File: src/hw/rtl/ehfx_pkg.sv
// ehfx_pkg: shared types and constants for the ethernet header field extractor
// holds the input and result word types, the frame record passed front to back,
// frame kinds and header offsets; no dependencies
`timescale 1ns / 1ps

package ehfx_pkg;

    // header window kept per frame: bytes 12 to 41
    localparam int HdrFirst = 12;
    localparam int HdrDepth = 30;
    localparam int CountMax = 42;
    localparam int CountW   = 6;
    localparam int HdrIdxW  = 5;

    // minimum frame lengths for each check
    localparam int MinEth   = 14;
    localparam int MinIp4   = 34;
    localparam int MinTcp   = 38;
    localparam int MinArp   = 42;

    // ethertypes and protocol
    localparam logic [15:0] EtArp    = 16'h0806;
    localparam logic [15:0] EtIp4    = 16'h0800;
    localparam logic [15:0] EtIp6    = 16'h86DD;
    localparam logic [7:0]  ProtoTcp = 8'h06;

    // queue between front and back
    localparam int QDepth = 2;
    localparam int QPtrW  = 1;
    localparam int QCntW  = 2;

    // configuration register map
    localparam int PaddrW = 3;
    localparam logic [0:0] RegVerbose = 1'b0;

    typedef enum logic [2:0] {
        KIND_ARP     = 3'd0,
        KIND_ARP_BAD = 3'd1,
        KIND_IP4     = 3'd2,
        KIND_IP4_BAD = 3'd3,
        KIND_IP6     = 3'd4,
        KIND_OTHER   = 3'd5,
        KIND_RUNT    = 3'd6
    } frame_kind_t;

    typedef enum logic [1:0] {
        TCP_NONE = 2'd0,
        TCP_OK   = 2'd1,
        TCP_BAD  = 2'd2
    } tcp_status_t;

    typedef struct packed {
        logic [7:0] data_byte;
        logic       last_byte;
    } in_word_t;

    typedef struct packed {
        frame_kind_t  frame_kind;
        logic [15:0]  ether_type;
        logic [47:0]  arp_sha;
        logic [47:0]  arp_tha;
        logic [31:0]  first_ip;
        logic [31:0]  second_ip;
        logic [5:0]   ip_hdr_bytes;
        logic [15:0]  ip_payload_len;
        logic [7:0]   ip_proto;
        tcp_status_t  tcp_status;
        logic [15:0]  tcp_sport;
        logic [15:0]  tcp_dport;
    } out_word_t;

    // one finished frame: saturated length and its header window
    typedef struct packed {
        logic [CountW-1:0]              size;
        logic [HdrDepth-1:0][7:0]       hdr;
    } frame_rec_t;

endpackage

File: src/hw/rtl/ehfx_front.sv
// ehfx_front: byte counter and header window capture
// pushes one frame record per final byte; depends on ehfx_pkg
`timescale 1ns / 1ps

module ehfx_front
    import ehfx_pkg::*;
(
    input  logic       clk,
    input  logic       rst_n,
    input  logic       in_valid,
    output logic       in_ready,
    input  in_word_t   in_data,
    output logic       push,
    output frame_rec_t push_rec,
    input  logic       q_full
);

    logic [CountW-1:0]        count_reg;
    logic [CountW-1:0]        count_next;
    logic [HdrDepth-1:0][7:0] hdr_reg;
    logic [HdrDepth-1:0][7:0] hdr_view;
    logic [CountW-1:0]        size;
    logic [HdrIdxW-1:0]       idx;
    logic                     accept;

    assign in_ready = !q_full;
    assign accept   = in_valid && in_ready;
    assign idx      = HdrIdxW'(count_reg - CountW'(HdrFirst));

    // header window with the incoming byte merged in
    always_comb
    begin
        hdr_view = hdr_reg;
        if (count_reg >= CountW'(HdrFirst) && count_reg < CountW'(CountMax))
        begin
            hdr_view[idx] = in_data.data_byte;
        end
    end

    // saturating length including this byte
    always_comb
    begin
        if (count_reg < CountW'(CountMax))
        begin
            size = count_reg + CountW'(1);
        end
        else
        begin
            size = count_reg;
        end
    end

    always_comb
    begin
        count_next = count_reg;
        if (accept)
        begin
            count_next = in_data.last_byte ? '0 : size;
        end
    end

    assign push          = accept && in_data.last_byte;
    assign push_rec.size = size;
    assign push_rec.hdr  = hdr_view;

    // counter
    always_ff @(posedge clk or negedge rst_n)
    begin
        if (!rst_n)
        begin
            count_reg <= '0;
        end
        else
        begin
            count_reg <= count_next;
        end
    end

    // header window storage
    always_ff @(posedge clk)
    begin
        if (accept)
        begin
            hdr_reg <= hdr_view;
        end
    end

endmodule

File: src/hw/rtl/ehfx_queue.sv
// ehfx_queue: two-entry queue of frame records between front and back
// depends on ehfx_pkg
`timescale 1ns / 1ps

module ehfx_queue
    import ehfx_pkg::*;
(
    input  logic       clk,
    input  logic       rst_n,
    input  logic       push,
    input  frame_rec_t push_rec,
    output logic       full,
    input  logic       pop,
    output logic       q_valid,
    output frame_rec_t head
);

    frame_rec_t           mem_reg [QDepth];
    logic [QPtrW-1:0]     wr_ptr_reg;
    logic [QPtrW-1:0]     rd_ptr_reg;
    logic [QCntW-1:0]     cnt_reg;
    logic [QCntW-1:0]     cnt_next;

    assign full    = cnt_reg == QCntW'(QDepth);
    assign q_valid = cnt_reg != '0;
    assign head    = mem_reg[rd_ptr_reg];

    // occupancy
    always_comb
    begin
        cnt_next = cnt_reg;
        if (push && !pop)
        begin
            cnt_next = cnt_reg + QCntW'(1);
        end
        else if (pop && !push)
        begin
            cnt_next = cnt_reg - QCntW'(1);
        end
    end

    // pointers
    always_ff @(posedge clk or negedge rst_n)
    begin
        if (!rst_n)
        begin
            wr_ptr_reg <= '0;
            rd_ptr_reg <= '0;
            cnt_reg    <= '0;
        end
        else
        begin
            cnt_reg <= cnt_next;
            if (push)
            begin
                wr_ptr_reg <= wr_ptr_reg + QPtrW'(1);
            end
            if (pop)
            begin
                rd_ptr_reg <= rd_ptr_reg + QPtrW'(1);
            end
        end
    end

    // entry storage
    always_ff @(posedge clk)
    begin
        if (push)
        begin
            mem_reg[wr_ptr_reg] <= push_rec;
        end
    end

endmodule

File: src/hw/rtl/ehfx_back.sv
// ehfx_back: frame classification, field extraction and the result register
// pops one frame record per cycle when the output can take it; depends on ehfx_pkg
`timescale 1ns / 1ps

module ehfx_back
    import ehfx_pkg::*;
(
    input  logic       clk,
    input  logic       rst_n,
    input  logic       verbose,
    input  logic       q_valid,
    input  frame_rec_t head,
    output logic       pop,
    output logic       out_valid,
    input  logic       out_ready,
    output out_word_t  out_data
);

    logic               out_valid_reg;
    out_word_t          out_data_reg;
    out_word_t          out_next;
    logic [15:0]        et;
    logic [5:0]         hlen;
    logic [15:0]        total;
    logic [7:0]         proto;

    assign pop       = q_valid && (!out_valid_reg || out_ready);
    assign out_valid = out_valid_reg;
    assign out_data  = out_data_reg;

    // header fields at fixed offsets (window starts at byte 12)
    assign et    = {head.hdr[12 - HdrFirst], head.hdr[13 - HdrFirst]};
    assign hlen  = {head.hdr[14 - HdrFirst][3:0], 2'b00};
    assign total = {head.hdr[16 - HdrFirst], head.hdr[17 - HdrFirst]};
    assign proto = head.hdr[23 - HdrFirst];

    // classify and extract
    always_comb
    begin
        out_next = '0;
        out_next.frame_kind = KIND_RUNT;
        out_next.tcp_status = TCP_NONE;
        if (head.size >= CountW'(MinEth))
        begin
            out_next.ether_type = et;
            if (et == EtArp)
            begin
                if (head.size < CountW'(MinArp))
                begin
                    out_next.frame_kind = KIND_ARP_BAD;
                end
                else
                begin
                    out_next.frame_kind = KIND_ARP;
                    out_next.arp_sha    = {head.hdr[22 - HdrFirst], head.hdr[23 - HdrFirst],
                                           head.hdr[24 - HdrFirst], head.hdr[25 - HdrFirst],
                                           head.hdr[26 - HdrFirst], head.hdr[27 - HdrFirst]};
                    out_next.arp_tha    = {head.hdr[32 - HdrFirst], head.hdr[33 - HdrFirst],
                                           head.hdr[34 - HdrFirst], head.hdr[35 - HdrFirst],
                                           head.hdr[36 - HdrFirst], head.hdr[37 - HdrFirst]};
                    out_next.first_ip   = {head.hdr[28 - HdrFirst], head.hdr[29 - HdrFirst],
                                           head.hdr[30 - HdrFirst], head.hdr[31 - HdrFirst]};
                    out_next.second_ip  = {head.hdr[38 - HdrFirst], head.hdr[39 - HdrFirst],
                                           head.hdr[40 - HdrFirst], head.hdr[41 - HdrFirst]};
                end
            end
            else if (et == EtIp4)
            begin
                if (head.size < CountW'(MinIp4))
                begin
                    out_next.frame_kind = KIND_IP4_BAD;
                end
                else
                begin
                    out_next.frame_kind     = KIND_IP4;
                    out_next.first_ip       = {head.hdr[26 - HdrFirst], head.hdr[27 - HdrFirst],
                                               head.hdr[28 - HdrFirst], head.hdr[29 - HdrFirst]};
                    out_next.second_ip      = {head.hdr[30 - HdrFirst], head.hdr[31 - HdrFirst],
                                               head.hdr[32 - HdrFirst], head.hdr[33 - HdrFirst]};
                    out_next.ip_hdr_bytes   = hlen;
                    out_next.ip_payload_len = total - {10'b0, hlen};
                    out_next.ip_proto       = proto;
                    if (verbose && proto == ProtoTcp)
                    begin
                        if (head.size < CountW'(MinTcp))
                        begin
                            out_next.tcp_status = TCP_BAD;
                        end
                        else
                        begin
                            out_next.tcp_status = TCP_OK;
                            out_next.tcp_sport  = {head.hdr[34 - HdrFirst],
                                                   head.hdr[35 - HdrFirst]};
                            out_next.tcp_dport  = {head.hdr[36 - HdrFirst],
                                                   head.hdr[37 - HdrFirst]};
                        end
                    end
                end
            end
            else if (et == EtIp6)
            begin
                out_next.frame_kind = KIND_IP6;
            end
            else
            begin
                out_next.frame_kind = KIND_OTHER;
            end
        end
    end

    // result valid
    always_ff @(posedge clk or negedge rst_n)
    begin
        if (!rst_n)
        begin
            out_valid_reg <= 1'b0;
        end
        else if (pop)
        begin
            out_valid_reg <= 1'b1;
        end
        else if (out_ready)
        begin
            out_valid_reg <= 1'b0;
        end
    end

    // result word
    always_ff @(posedge clk)
    begin
        if (pop)
        begin
            out_data_reg <= out_next;
        end
    end

endmodule

File: src/hw/rtl/ethernet_header_field_extractor.sv
// ethernet_header_field_extractor: one frame byte per word in, one summary word per frame out
// throughput: one byte per cycle while the record queue is not full; a frame's record is
// written to the queue with its last byte, then decoded into the result register; the
// two-entry queue lets the byte side keep running while a summary waits on out_ready
// reset: asynchronous active low; clears the byte count, queue, result valid and verbose
// depends on ehfx_pkg, ehfx_front, ehfx_queue, ehfx_back
`timescale 1ns / 1ps

module ethernet_header_field_extractor
    import ehfx_pkg::*;
(
    input  logic              clk,
    input  logic              rst_n,
    input  logic              in_valid,
    output logic              in_ready,
    input  in_word_t          in_data,
    output logic              out_valid,
    input  logic              out_ready,
    output out_word_t         out_data,
    input  logic              psel,
    input  logic              penable,
    input  logic              pwrite,
    input  logic [PaddrW-1:0] paddr,
    input  logic [31:0]       pwdata,
    output logic [31:0]       prdata,
    output logic              pready
);

    logic       verbose_reg;
    logic       push;
    frame_rec_t push_rec;
    logic       q_full;
    logic       pop;
    logic       q_valid;
    frame_rec_t head;

    // configuration register
    assign pready = 1'b1;
    assign prdata = (paddr[PaddrW-1] == RegVerbose) ? {31'b0, verbose_reg} : '0;

    always_ff @(posedge clk or negedge rst_n)
    begin
        if (!rst_n)
        begin
            verbose_reg <= 1'b0;
        end
        else if (psel && penable && pwrite && pready && paddr[PaddrW-1] == RegVerbose)
        begin
            verbose_reg <= pwdata[0];
        end
    end

    // byte side
    ehfx_front u_front (
        .clk      (clk),
        .rst_n    (rst_n),
        .in_valid (in_valid),
        .in_ready (in_ready),
        .in_data  (in_data),
        .push     (push),
        .push_rec (push_rec),
        .q_full   (q_full)
    );

    // record queue
    ehfx_queue u_queue (
        .clk      (clk),
        .rst_n    (rst_n),
        .push     (push),
        .push_rec (push_rec),
        .full     (q_full),
        .pop      (pop),
        .q_valid  (q_valid),
        .head     (head)
    );

    // summary side
    ehfx_back u_back (
        .clk       (clk),
        .rst_n     (rst_n),
        .verbose   (verbose_reg),
        .q_valid   (q_valid),
        .head      (head),
        .pop       (pop),
        .out_valid (out_valid),
        .out_ready (out_ready),
        .out_data  (out_data)
    );

endmodule

File: config.mk
export PLATFORM = sky130hd
export DESIGN_NAME = ethernet_header_field_extractor
export DESIGN_NICKNAME = d
export VERILOG_FILES = /design/src/hw/rtl/ehfx_pkg.sv /design/src/hw/rtl/ehfx_front.sv /design/src/hw/rtl/ehfx_queue.sv /design/src/hw/rtl/ehfx_back.sv /design/src/hw/rtl/ethernet_header_field_extractor.sv
export SDC_FILE = /design/constraint.sdc
export NUM_CORES = 1
export LEC_CHECK = 0
export BUFFER_PORTS_ARGS = -buffer_cell sky130_fd_sc_hd__buf_4
export CORE_ASPECT_RATIO = 1.4
export CORE_MARGIN = 10
export CORE_UTILIZATION = 60
export CTS_BUF_LIST = sky130_fd_sc_hd__clkbuf_2
export DETAILED_ROUTE_END_ITERATION = 16
export PLACE_DENSITY = 0.84
export SYNTH_ARGS = -nofsm -noshare
export SYNTH_HDL_FRONTEND = slang
export SYNTH_SLANG_ARGS = --single-unit
File: constraint.sdc
create_clock -name clk -period 16.6 [get_ports clk]
set_clock_uncertainty 0.1 [all_clocks]
set_input_delay 0 -clock clk [delete_from_list [all_inputs] [get_ports clk]]
set_output_delay 0 -clock clk [all_outputs]
set_load 0.005 [all_outputs]
==> key figures, run 1 <==
Final layout
  • # nets final: about 2,400
  • Share of layout cells above drive strength 1: 35.5%
  • Most frequent cells in the layout: edfxtp_1 (839), buf_4 (278), mux2_2 (263)
  • Max reg flops: 402
  • Fin cells: 3,188
  • Final Util: 69.0%
  • Synth-to-Final Area Change: 14.3%
  • Fin area: approximately 38,000 um^2
  • Most common cell after layout, fill and taps aside: edfxtp_1

Route
  • Final WL: between 70,000 and 80,000 um
  • First drt pass iteration count: 5
  • Mean routed wirelength per cell: 22.7 um
  • Vias: between 15,000 and 20,000
  • Iter 0 DRT Violations: 1,366
  • Post-DRT Antenna Nets: 0
  • # DRC: 0
  • Via/cell ratio: about 5.7

Clock tree
  • Clk Latency, worst-skew pair: 1.25 ns
  • Sink Count: 851
  • CTS Buffer Depth: 3
  • Clk slew on worst S/H paths: 0.11 ns
  • Htree depth: 4
  • CTS root buf: clkbuf_2
  • CTS tree: done
  • CTS Buf Count: around 180
  • Post-CTS setup buffers: 0

Place
  • Dpl ws: 11.59 ns
  • Final HPWL DP: 42,800 um
  • Inst Count DP: 2,810
  • IO Port Bufs: around 260
  • Area after DPL: 35,800 um^2
  • GP Congestion: 0.829

Hold path
  • HP Class: in -> reg

Synthesis
  • Cells after synthesis: 1,895
  • Leading area contributor after synthesis: edfxtp_1
  • Warnings from Yosys: 0
  • Ys async rst share: 1.41%
  • Syn avg cell area: 17.6 um^2
  • Number of synthesized flops with an enable pin: between 800 and 900
  • Top_reg_cell synth: edfxtp_1
  • Synthesized area: 33,300 um^2
  • Synth top area share: about three quarters
  • Unique masters post-synth: just under 60
  • FF+latch count, synth: 851
  • Synth top area cells: edfxtp_1 (76%), mux2_2 (8.9%), mux2i_1 (3.9%)
  • Sequential area share after synthesis: 76.5%

STA
  • Max Transition Viols Final: 0
  • Maximum clock frequency: 200 MHz
  • Unrepaired setup endpoints after global routing: no
  • Worst-margin pin slew: about 1.3 ns
  • Tmin final: 5.00 ns
  • Final setup fails: 0
  • Setup TNS: 0 ns
  • Fin worst setup slack: 11.60 ns
  • Tcrit/Tclk final: 30.1%
  • Fin. Hold Viols: 0
  • Slew HR: 12.2%

GRT
  • Grt ovf: 0
  • Vias in the first global route: roughly 19,000
  • Initial antenna violation count: 1
  • Largest net degree at the start of global routing: between 150 and 200
  • Global-route usage over all layers: between 20% and 30%
  • First-pass GRT wire length: 109,000 um

Critical path
  • CP arrival: 5.91 ns
  • Crit Path Category: reg -> reg
  • Worst Setup End Kind: flop
  • CP required: 17.51 ns
  • Crit start category: flop
  • Crit-path max FO: 69

Die
  • Core outline area: 55,100 um^2
  • Die width: ~220 um
  • Die ar.: 65,500 um^2
  • Starting Density: 60.4%
  • I/O Pins: 329
  • Die height: between 200 and 300 um
  • Std-Cell Rows: 102

Pwr
  • LEAKAGE: 0.0140 uW
  • Worst-case vdd ir drop: ~0.16 mV
  • Pwr/cell area: 154 nW/um^2

Outcome
  • Status: completed

Flow run
  • Max_cap viols: 0
## worst max-delay path, cell delays in order, from the launching register on
cell and delay, ns:
dfrtp_4 0.91, buf_4 0.87, nand2_1 0.15, or4_1 0.44, a221o_2 0.39, buf_4 0.38
or4b_2 1.26, nor2_1 0.25
## power breakdown
group	switching, uW	internal (uW)	total, uW
logic	822	601	1420
registers	170	3030	3200
clock network	775	451	1230
total	1770	4080	5850
## synth_stat cells, types with 2 or more instances
cell / count
buf_2: 15
buf_1: 12
inv_1: 10
o22a_1: 16
nand2b_1: 10
o21ai_0: 13
ha_1: 11
nor2b_1: 15
edfxtp_1: 839
mux2i_1: 130
nand2_1: 47
clkbuf_1: 57
a22o_1: 2
a2bb2oi_1: 6
nor4bb_1: 3
o211ai_1: 2
a211oi_1: 3
nor4_1: 10
xor2_1: 13
nor2_1: 220
a211o_1: 2
xnor2_1: 8
nand3_1: 2
buf_6: 4
nor2_2: 29
mux2_2: 263
nor4b_1: 5
buf_4: 35
a21oi_1: 13
o32a_1: 3
and2_1: 5
nor3b_1: 2
nor3_1: 8
dfrtp_1: 12
conb_1: 2
nand4_1: 3
a22oi_1: 43
or4_1: 2
## cell families after synthesis
| family | count (synthesis) | share of synthesized area, % |
|---|---|---|
| xor+xnor | 21 | 0.552 |
| buf+inv | 133 | 2.04 |
| compound gates | 115 | 2.56 |
| other cells | 2 | 0.0225 |
| fa+ha+maj | 12 | 0.473 |
| flops | 851 | 76.5 |
| simple gates | 368 | 5.00 |
| mux | 393 | 12.8 |
## final timing paths
check                                               startpoint                                 to  slack [ns]  cells after the start
worst max-delay path            u_queue.rd_ptr_reg$_DFFE_PN0P_  u_back.out_data[31]$_SDFFCE_PP0P_       11.60                      7
worst min-delay path                                in_data[5]   u_queue.mem_reg[0][92]$_DFFE_PP_        0.28                      4
worst max register to register  u_queue.rd_ptr_reg$_DFFE_PN0P_  u_back.out_data[31]$_SDFFCE_PP0P_       11.60                      7
worst min register to register  u_front.hdr_reg[171]$_DFFE_PN_  u_queue.mem_reg[0][171]$_DFFE_PP_        0.44                      1
max in group asynchronous                                rst_n     u_queue.rd_ptr_reg$_DFFE_PN0P_       15.49                      4
min in group asynchronous                                rst_n   u_front.count_reg[0]$_DFFE_PN0N_        0.33                      4
## routing by layer
layer  track usage, %  wire (um)  vias to the layer above
li1                 -          -                     8148
met1             25.9      27700                     9114
met2             37.6      37500                      772
met3             4.73       5190                      137
met4             9.84       2110                        0
met5                0          0                        -
## what timing repair did
item | in CTS | in global routing
hold buffers | 50 | 0
endpoints found under the hold margin | 1042 | 0
resized for setup | 0 | 0
## cell type report
type	count	area [um^2]
clock buffer	254	1270
antenna	1	2.50
tap	728	911
inverter	10	52.6
timing repair buffer	328	2670
fill	3545	17100
sequential	851	25500
clock inverter	73	365
multi-input combinational	943	7290
## through the flow
stage	hold slack (ns)	power [uW]
5_1_grt	0.236	6130
4_1_cts	0.134	5890
3_5_place_dp	-0.233	4660
3_3_place_gp	-0.241	4590
2_1_floorplan	-0.396	4120
6_report	0.280	5850
Power figures use the tool's default switching activity.
==> inputs of run 2 (changes only) <==
clock period = 5.15 ns   (was 16.6 ns; I/O delays follow)
==> run 2 against run 1 <==
Count of clock-buffer cells in the layout decreased by 11. Critical path depth unchanged. Hold slack improved by 0.028 ns. Worst setup slack got worse by 10 ns. Non-clock buffer count increased by 7. Global-route usage increased by 0.10 points. Clock power increased to 3.3 times the previous value.
==> key figures, run 2 (synthesized netlist as in run 1, its figures left out) <==
Final layout
  • Fin cells: 3,189 (+0.031%)
  • Most common cell after layout, fill and taps aside: edfxtp_1
  • Max reg flops: 402 (unchanged)
  • Synth-to-Final Area Change: 14.9%
  • # nets final: 2,384 (+0.17%)
  • Share of layout cells above drive strength 1: 35.5% (about the same)
  • Fin area: 38,300 um^2 (+0.51%)
  • Most frequent cells in the layout: edfxtp_1 (839), buf_4 (278), mux2_2 (263)
  • Final Util: 69.4% (+0.35 points)

Die
  • Die height: 299 um (unchanged)
  • Std-Cell Rows: 102 (unchanged)
  • Die ar.: 65,500 um^2 (unchanged)
  • Die width: 219 um (unchanged)
  • I/O Pins: 329 (unchanged)
  • Starting Density: 60.4% (unchanged)
  • Core outline area: 55,100 um^2 (unchanged)

Pwr
  • Worst-case vdd ir drop: 0.904 mV (+460%)
  • Switching power: 5670 uW (+220%)
  • Pwr/cell area: 496 nW/um^2 (+220%)
  • Clk pwr share: 21.1% (about the same)
  • Int Power: 13,300 uW (+230%)
  • LEAKAGE: 0.0140 uW (+0.45%)
  • Comb pwr share: 24.6% (+0.3 points)
  • Switch share: 29.9% (-0.33 points)
  • Flop pwr share: 54.3% (-0.4 points)

STA
  • Final setup fails: 0 (unchanged)
  • Fin. Hold Viols: 0 (unchanged)
  • Slew HR: 16.1% (+3.8 points)
  • Maximum clock frequency: 264 MHz (+32%)
  • Tcrit/Tclk final: 73.6% (+43 points)
  • Fin worst setup slack: 1.36 ns (-10.24 ns)
  • Worst-margin pin slew: 1.26 ns (-0.0577 ns)
  • Setup TNS: 0 ns (unchanged)
  • Unrepaired setup endpoints after global routing: no
  • Max Transition Viols Final: 0 (unchanged)
  • Tmin final: 3.79 ns (-1.21 ns)

Critical path
  • CP required: 5.96 ns (-11.55 ns)
  • FF-to-FF setup slack: 1.36 ns (-10.24 ns)
  • RR Startpoint: u_queue.rd_ptr_reg$_DFFE_PN0P_
  • CP arrival: 4.60 ns (-1.31 ns)
  • Crit start category: flop
  • Crit Reg-Reg Endpoint: u_back.out_data[168]$_SDFFCE_PP0P_
  • Crit Path Category: reg -> reg
  • CP endpoint: u_back.out_data[168]$_SDFFCE_PP0P_
  • Worst Setup End Kind: flop
  • Worst Reg-to-Reg Cells: 7 (unchanged)
  • Worst setup path startpoint: u_queue.rd_ptr_reg$_DFFE_PN0P_
  • Crit-path max FO: 53 (-23%)

Clock tree
  • CTS Buffer Depth: 3 (unchanged)
  • Htree depth: 4 (unchanged)
  • CTS root buf: clkbuf_2
  • Clk slew on worst S/H paths: 0.10 ns (about the same)
  • Sink Count: 851 (unchanged)
  • CTS resizes: 0 (unchanged)
  • CTS tree: done
  • Clk Latency, worst-skew pair: 1.22 ns (-0.03 ns)
  • CTS Buf Count: 180 (-1.6%)

Place
  • Area after DPL: 36,000 um^2 (+0.46%)
  • IO Port Bufs: 261 (unchanged)
  • Dpl ws: 1.33 ns (-10.25 ns)
  • Inst Count DP: 2,818 (+0.28%)
  • Final HPWL DP: 43,600 um (+1.8%)
  • GP Congestion: 0.820 (-1.1%)

GRT
  • First-pass GRT wire length: 109,000 um (+0.23%)
  • Grt ovf: 0 (unchanged)
  • Initial antenna violation count: 1 (unchanged)
  • Global-route usage over all layers: 22.0% (+0.10 points)
  • Largest net degree at the start of global routing: 143 (-11%)
  • Vias in the first global route: 19,076 (+1.6%)

Route
  • Post-DRT Antenna Nets: 0 (unchanged)
  • Final WL: 72,600 um (+0.16%)
  • Via/cell ratio: 5.66 (-0.64%)
  • # DRC: 0 (unchanged)
  • Vias: 18,060 (-0.61%)
  • Iter 0 DRT Violations: 1,423 (+4.2%)
  • Mean routed wirelength per cell: 22.8 um (+0.13%)
  • First drt pass iteration count: 5 (unchanged)

Flow run
  • Max_cap viols: 0 (unchanged)

Outcome
  • Status: completed

Hold path
  • Min-delay src: in_valid
  • HP Class: in -> reg
[run 2: cell types whose count changed in the layout (fill, tap and decap cells not counted), moves of 3 or more]
cell and change:
buf_12 +8, bufinv_16 +3, clkinv_2 +9, inv_2 -6, clkbuf_2 -11
[run 2: metrics by stage]
stage / hold slack [ns] / power [uW]
finish: 0.308 / 19000
CTS: 0.153 / 19100
global placement: -0.224 / 14800
floorplan: -0.396 / 13100
global route: 0.233 / 19900
detailed placement: -0.223 / 15100
[run 2: how the worst min path moves through the flow]
stage                                                   to  slack (ns)  cells after the start
after floorplan               u_back.out_valid$_DFFE_PN0P_       -0.40                      0
after global placement      u_queue.cnt_reg[0]$_DFFE_PN0P_       -0.22                      1
after detailed placement    u_queue.cnt_reg[0]$_DFFE_PN0P_       -0.22                      1
after CTS                 u_front.count_reg[2]$_DFFE_PN0N_        0.15                      5
after global routing      u_front.count_reg[2]$_DFFE_PN0N_        0.23                      5
final                     u_front.count_reg[2]$_DFFE_PN0N_        0.31                      5
[run 2: timing repair]
item,in CTS,in global routing
hold endpoints to repair,1066,0
setup buffers,0,0
hold buffers,49,0
endpoints found under the setup margin,0,0
[run 2: critical path: stages (launching register included)]
cell and delay (ns):
dfrtp_4 0.71, buf_4 0.75, nor2b_1 0.14, a32oi_1 0.56
nor4bb_4 0.13, nand2b_4 0.53, buf_4 0.45, nor2_1 0.15
[run 2: power by group through the flow]
| stage | Combinational [uW] | Clock (uW) | Sequential (uW) |
|---|---|---|---|
| after floorplan | 2660 | 0 | 10500 |
| after global placement | 4500 | 0 | 10300 |
| after detailed placement | 4640 | 0 | 10400 |
| after CTS | 4730 | 4110 | 10300 |
| after global routing | 5040 | 4460 | 10400 |
| final | 4670 | 4000 | 10300 |
[run 2: routing by layer]
metal,share of wire [%],up-vias,global-route usage (%)
li1,-,8150,-
met3,6.4,138,4.62
met1,38,9065,25.6
met2,52,707,38.2
met4,3.4,0,10.3
met5,0,-,0
[run 2: final cells by class]
class                      instances  area [um^2]
sequential                       851        25500
antenna                            1         2.50
timing repair buffer             335         2820
clock buffer                     243         1220
tap                              728          911
multi-input combinational        943         7300
fill                            3523        16900
clock inverter                    78          462
inverter                          10         45.0
